File: src/rtl/core/spt_pkg.sv
// Shared types, constants and helpers of the sparse polynomial term table.
package spt_pkg;

    // Table geometry and field widths.
    localparam int TERMS        = 16;
    localparam int MAX_EXPONENT = 31;
    localparam int RESULT_LIMIT = 16;
    localparam int COEF_W       = 32;
    localparam int EXP_W        = 5;
    localparam int TOTAL_W      = 48;
    localparam int CNT_W        = $clog2(TERMS + 1);
    localparam int POW_DEPTH    = MAX_EXPONENT + 1;

    // Operation codes carried in the mode field.
    localparam logic [1:0] MODE_ADD   = 2'd0;
    localparam logic [1:0] MODE_EVAL  = 2'd1;
    localparam logic [1:0] MODE_CLEAR = 2'd2;

    // Status codes of a result word.
    localparam logic [1:0] STATUS_OK   = 2'd0;
    localparam logic [1:0] STATUS_SAT  = 2'd1;
    localparam logic [1:0] STATUS_DROP = 2'd2;

    // Fixed-point limits.
    localparam logic signed [COEF_W-1:0]  COEF_MAX  = {1'b0, {(COEF_W-1){1'b1}}};
    localparam logic signed [COEF_W-1:0]  COEF_MIN  = {1'b1, {(COEF_W-1){1'b0}}};
    localparam logic signed [TOTAL_W-1:0] TOTAL_MAX = {1'b0, {(TOTAL_W-1){1'b1}}};
    localparam logic signed [TOTAL_W-1:0] TOTAL_MIN = {1'b1, {(TOTAL_W-1){1'b0}}};
    localparam logic signed [TOTAL_W-1:0] ONE_Q16   = TOTAL_W'(65536);

    // Input word.
    typedef struct packed {
        logic [1:0]               mode;
        logic signed [COEF_W-1:0] coefficient;
        logic [EXP_W-1:0]         exponent;
        logic signed [COEF_W-1:0] x_value;
    } in_word_t;

    // Result word.
    typedef struct packed {
        logic                      term_valid;
        logic signed [COEF_W-1:0]  coefficient_out;
        logic [EXP_W-1:0]          exponent_out;
        logic signed [TOTAL_W-1:0] running_total;
        logic [1:0]                status;
        logic                      last;
    } out_word_t;

    // One stored term.
    typedef struct packed {
        logic signed [COEF_W-1:0] coef;
        logic [EXP_W-1:0]         expo;
    } term_t;

    // Command broadcast to every cell of the chain.
    typedef enum logic [1:0] {
        CELL_HOLD,
        CELL_MERGE,
        CELL_INSERT,
        CELL_ROTATE
    } cell_cmd_t;

    typedef struct packed {
        cell_cmd_t cmd;
        term_t     term;
    } cell_ctl_t;

    // Exponents above the largest supported one are clamped to it.
    function automatic logic [EXP_W-1:0] clamp_exp(input logic [EXP_W-1:0] e);
        logic [EXP_W-1:0] c;
        c = e;
        if (int'(e) > MAX_EXPONENT) begin
            c = EXP_W'(MAX_EXPONENT);
        end
        return c;
    endfunction

endpackage

File: src/rtl/core/spt_mul.sv
// Three-stage Q16.16 multiplier: 48-bit by 32-bit, rounded and saturated to 48 bits.
module spt_mul (
    input  logic                               aclk,
    input  logic                               aresetn,
    input  logic                               start,
    input  logic signed [spt_pkg::TOTAL_W-1:0] a,
    input  logic signed [spt_pkg::COEF_W-1:0]  b,
    output logic                               done,
    output logic signed [spt_pkg::TOTAL_W-1:0] p,
    output logic                               sat
);

    localparam int AW = spt_pkg::TOTAL_W;
    localparam int BW = spt_pkg::COEF_W;
    localparam int LW = 32;
    localparam int HW = AW - LW;
    localparam int FW = AW + BW;

    logic v1_reg, v2_reg, done_reg;
    logic neg1_reg, neg2_reg;
    logic [AW-1:0]    ua_reg;
    logic [BW-1:0]    ub_reg;
    logic [LW+BW-1:0] pp_lo_reg;
    logic [HW+BW-1:0] pp_hi_reg;
    logic signed [AW-1:0] p_reg;
    logic sat_reg;

    logic [FW-1:0]    wide;
    logic [FW-17:0]   mag;
    logic signed [AW-1:0] p_next;
    logic sat_next;

    // Stage valid bits.
    always_ff @(posedge aclk) begin
        if (!aresetn) begin
            v1_reg   <= 1'b0;
            v2_reg   <= 1'b0;
            done_reg <= 1'b0;
        end else begin
            v1_reg   <= start;
            v2_reg   <= v1_reg;
            done_reg <= v2_reg;
        end
    end

    // Stage one: sign and magnitudes. Stage two: two partial products.
    always_ff @(posedge aclk) begin
        neg1_reg  <= a[AW-1] ^ b[BW-1];
        ua_reg    <= a[AW-1] ? (~a + 1'b1) : a;
        ub_reg    <= b[BW-1] ? (~b + 1'b1) : b;
        neg2_reg  <= neg1_reg;
        pp_lo_reg <= ua_reg[LW-1:0] * ub_reg;
        pp_hi_reg <= ua_reg[AW-1:LW] * ub_reg;
        p_reg     <= p_next;
        sat_reg   <= sat_next;
    end

    // Stage three: sum, round half away from zero, then saturate.
    assign wide = {pp_hi_reg, {LW{1'b0}}} + {{(FW-LW-BW){1'b0}}, pp_lo_reg}
                + FW'(32768);
    assign mag  = wide[FW-1:16];

    always_comb begin
        sat_next = 1'b0;
        p_next   = mag[AW-1:0];
        if (!neg2_reg) begin
            if (mag > (FW-16)'(spt_pkg::TOTAL_MAX)) begin
                sat_next = 1'b1;
                p_next   = spt_pkg::TOTAL_MAX;
            end
        end else begin
            if (mag > ((FW-16)'(spt_pkg::TOTAL_MAX) + 1'b1)) begin
                sat_next = 1'b1;
                p_next   = spt_pkg::TOTAL_MIN;
            end else begin
                p_next = ~mag[AW-1:0] + 1'b1;
            end
        end
    end

    assign done = done_reg;
    assign p    = p_reg;
    assign sat  = sat_reg;

endmodule

File: config.mk
export PLATFORM = sky130hd
export DESIGN_NAME = spt_mul
export DESIGN_NICKNAME = d
export VERILOG_FILES = /design/src/rtl/core/spt_pkg.sv /design/src/rtl/core/spt_mul.sv
export SDC_FILE = /design/constraint.sdc
export NUM_CORES = 2
export LEC_CHECK = 0
export ABC_AREA = 1
export BUFFER_PORTS_ARGS = -buffer_cell sky130_fd_sc_hd__buf_2
export CAP_MARGIN = 20
export CORE_MARGIN = 3
export CORE_UTILIZATION = 55
export CTS_CLUSTER_DIAMETER = 100
export DETAILED_ROUTE_END_ITERATION = 8
export PLACE_DENSITY_LB_ADDON = 0.08
export SYNTH_ARGS = -nofsm -noshare
export SYNTH_HDL_FRONTEND = slang
export SYNTH_SLANG_ARGS = --single-unit
File: constraint.sdc
create_clock -name aclk -period 13.5 [get_ports aclk]
set_clock_uncertainty 0.15 [all_clocks]
set_input_delay 1.35 -clock aclk [delete_from_list [all_inputs] [get_ports aclk]]
set_output_delay 1.35 -clock aclk [all_outputs]
set_load 0.03 [all_outputs]
# Word-level counts from Yosys, hierarchy flattened
# Index checks and enable logic that the tools add are counted.
[word_totals] ff_bits=246 wordCells=34 in_bits=83 out_inout_bits=50
[classes] n_bitwise=4 multipliers=2 n_addsub=5 muxes=8 n_lt_le_gt_ge=2
[op_table] op="48-bit two-way mux" n=3
[op_table] op="48-bit by 1-bit adder with 48-bit output, second input constant" n=2
[op_table] op="48-bit inverter" n=2
[op_table] op="80-bit by 16-bit adder with 80-bit output, second input constant" n=1
[op_table] op="80-bit by 64-bit adder with 80-bit output" n=1
[op_table] op="64-bit by 47-bit greater-than comparator with 1-bit output, second input constant" n=1
[op_table] op="64-bit by 48-bit greater-than comparator with 1-bit output, second input constant" n=1
[op_table] op="32-bit by 32-bit multiplier with 64-bit output" n=1
[op_table] op="16-bit by 32-bit multiplier with 48-bit output" n=1
[op_table] op="47-bit two-way mux" n=1
[op_table] op="32-bit by 1-bit adder with 32-bit output, second input constant" n=1
[op_table] op="32-bit inverter" n=1
[op_table] op="31-bit two-way mux" n=1
[op_table] op="1-bit two-way mux" n=3
[op_table] op="1-bit XOR" n=1

# Longest topological paths before layout
[logic_depth] word_depth=6 depth_mapped=33 ltp_nobuf=32

# Least setup slack after synthesis
# Ideal clock, no wire load.
[synth_timing] path_type="reg2reg" startpoint="reg ub_reg[6]" endpoint="reg pp_lo_reg[56]" required_ns=13.278 n_path_buf=2 period_less_slack_ns=7.125 t_arrival_ns=6.903 path_stages_with_launch=33 setup_time_ns=0.072 setup_slack_ns=6.375 path_cell_list="dfxtp_1 clkbuf_1 buf_1 nand2_1 inv_1 fa_1 fa_1 fa_1 inv_1 fa_1 inv_1 fa_1 inv_1 fa_1 inv_1 fa_1 inv_1 fa_1 inv_1 ha_1 nand2_1 nor2_1 inv_1 nor3_1 inv_1 nor2_1 nand2_1 inv_1 nor2_1 o21ai_0 a21boi_0 o21ai_0 xor2_1"
[synth_via] elab_chain_len=1
[synth_lines] item="start, declared" line="spt_mul.sv:22" text="logic [BW-1:0] ub_reg;"
[synth_lines] item="start signal, assigned" line="spt_mul.sv:50" text="ub_reg <= b[BW-1] ? (~b + 1'b1) : b;"
[synth_lines] item="32-bit by 32-bit multiplier with 64-bit output" line="spt_mul.sv:52" text="pp_lo_reg <= ua_reg[LW-1:0] * ub_reg;"
[synth_lines] item="end signal, assigned" line="spt_mul.sv:52"
[synth_lines] item="end, declared" line="spt_mul.sv:23" text="logic [LW+BW-1:0] pp_lo_reg;"
# No other way between the ends.
# A chain may end at the register's enable or synchronous reset.

# Worst setup path in the final report
[layout_timing] startpoint="reg ub_reg[9]" endpoint="reg pp_lo_reg[36]"
# Same word-level chain as after synthesis.

==> results.json <==
{
  "post-cts-setup-buffers": 0,
  "syn-num-nets": 10607,
  "layout_common_cells": "2555 x inv_1, 2499 x nand2_1, 1313 x fa_1",
  "die_width_um": 348.5,
  "hold_violations": 0,
  "overflow": 0,
  "crit_type": "reg2reg",
  "via_count": 53632,
  "ys_top_cells_by_area": "fa_1 41%, inv_1 15%, nand2_1 15%",
  "dpl.hpwl_mm": 152.9,
  "critPathRequiredTime_ns": 13.83,
  "syn_area_um2": 64520,
  "h-tree-depth": 1,
  "async_reset_ff_share_pct": 0,
  "grt_pass1_wl_mm": 310.2,
  "numCtsBuffers": 30,
  "finalCriticalPeriod_ns": 8.275,
  "cpMaxStageDelayCell": "nor4_1",
  "clk_latency_ns": 0.63,
  "slowest_delay_ns": 0.60,
  "grt_use_total_pct": 32.58,
  "hold_buffers": 0,
  "rsz0062_at_grt": "no",
  "drtAntennaViolNets": 0,
  "clk_pin_slew_ns": 0.06,
  "syn_to_final_growth_pct": 4.631,
  "core_area_um2": 116400,
  "routed_wl_mm": 190.4,
  "syn_avg_cell_area_um2": 7.337,
  "drive_above_1_share_pct": 4.372,
  "critPathLaunchType": "flop",
  "die_area_um2": 121500,
  "first_pass_iters": 8,
  "cp_top_family": "adder cells",
  "setup_viol": 0,
  "synth_cells": 8794,
  "cp_max_fo": 48,
  "synth_top_area_share_pct": 40.74,
  "finalSetupTns_ns": 0,
  "post_cts_resized": 0,
  "cp_cell_sequence": "buf_4 > nand2_1 > inv_1 > fa_1 > fa_1 > inv_1 > fa_1 > fa_1 > inv_1 > fa_1 > fa_1 > fa_1 > inv_1 > fa_1 > inv_1 > ha_1 > nand2_1 > nor2_1 > nand2_1 > nor4_1 > a21oi_1 > o21ai_0 > xor2_1",
  "outcome": "completed",
  "endpoint_kind": "flop",
  "start_util_pct": 55.45,
  "slew_headroom_pct": 34.72,
  "ys_seq_area_share_pct": 7.167,
  "final_common_cell": "inv_1",
  "portBuffers": 132,
  "synthFlopType": "dfxtp_1",
  "io_pins": 133,
  "routabilityCongestion": 0.9538,
  "antenna_found_initial": 4,
  "vias_per_cell": 5.226,
  "wire_per_inst_um": 18.55,
  "numClockSinks": 231,
  "cp_common_cell": "fa_1",
  "grt_max_degree": 49,
  "ys_ff_latch": 231,
  "max-clock-path-buffers": 3,
  "fin_crit_sh_pct": 61.30,
  "crit_buf_inv": 6,
  "final_nets": 10526,
  "die_h_um": 348.5,
  "drtIter0Drc": 3776,
  "ys_warn_count": 0,
  "arrival_ns": 8.61,
  "post-route-drc-count": 0,
  "largest_reg_flops": 49,
  "maxCapViolCount": 0,
  "cts_tree": "built",
  "synth_edf_count": 0,
  "synth_area_leader_cell": "fa_1",
  "grt_pass1_vias": 57119,
  "cts_root_buf": "clkbuf_16",
  "worstHoldPathType": "reg2reg",
  "slew_viol_final": 0,
  "rows": 125,
  "ys_types": 46,
  "fmax_ghz": 0.1208,
  "worstMarginPinSlew_ns": 0.9792
}
-- worst paths after layout --
| kind | startpoint | endpoint | slack (ns) | cells past startpoint |
|---|---|---|---|---|
| hold reg to reg | neg1_reg | neg2_reg | 0.17 | 0 |
| hold / removal | neg1_reg | neg2_reg | 0.17 | 0 |
| setup / recovery | ub_reg[9] | pp_lo_reg[36] | 5.23 | 23 |
| setup reg to reg | ub_reg[9] | pp_lo_reg[36] | 5.23 | 23 |
-- through the flow --
| stage | cell area, µm² | hold WS, ns | util (%) | instances | setup slack [ns] |
|---|---|---|---|---|---|
| 2_1_floorplan | 64520 | 0.1596 | - | 8794 | 6.375 |
| 3_3_place_gp | 66490 | 0.1615 | 57.14 | 10204 | 5.447 |
| 3_5_place_dp | 66490 | 0.1638 | 57.14 | 10204 | 5.439 |
| 4_1_cts | 67500 | 0.1773 | 58.01 | 10260 | 5.402 |
| 5_1_grt | 67510 | 0.1945 | 58.02 | 10261 | 4.923 |
| 6_report | 67510 | 0.1745 | 58.02 | 10262 | 5.225 |
-- cell usage after synthesis, drive strengths merged (3+ instances only) --
cell and count:
inv 2556, nand2 2507, fa 1313, nor2 426, ha 417, clkbuf 259, dfxtp 231, nand3 230
a21oi 200, o21ai 149, xor2 137, buf 70, xnor2 70, nand4 60, a31oi 32, nor3 32
nor4 18, o21a 15, a21o 11, o21bai 9, o31ai 8, a21boi 7, a211oi 6, nand3b 5
o211ai 5, o221ai 5, or2 5, and2 3
-- routing by layer --
layer  routed length (µm)  track usage, %  vias to the layer above
met5                   40               0                        -
met4                 7424           10.90                        6
met3                13930           4.255                      349
met2                88900           54.56                     2013
met1                80070           43.91                    26430
li1                     -               -                    24834
-- kinds of logic after synthesis --
family | after synthesis | share of synthesized area (%)
compound gates | 450 | 4.080
xor+xnor | 207 | 2.810
fa+ha+maj | 1730 | 48.82
buf+inv | 2886 | 16.84
flops | 231 | 7.167
simple gates | 3290 | 20.28
-- final cells by class --
cell class                      count  area [µm²]
Fill cell                       11219       48850
Multi-Input combinational cell   5677       49030
Clock buffer                       39       834.6
Sequential cell                   231        4668
Tap cell                         1524        1907
Clock inverter                     17       175.2
Timing Repair Buffer              216        1295
Inverter                         2557        9598
Antenna cell                        1       2.502
Power is not shown: default switching activity piles up to over one toggle a cycle in this logic, so the estimate is an artifact.
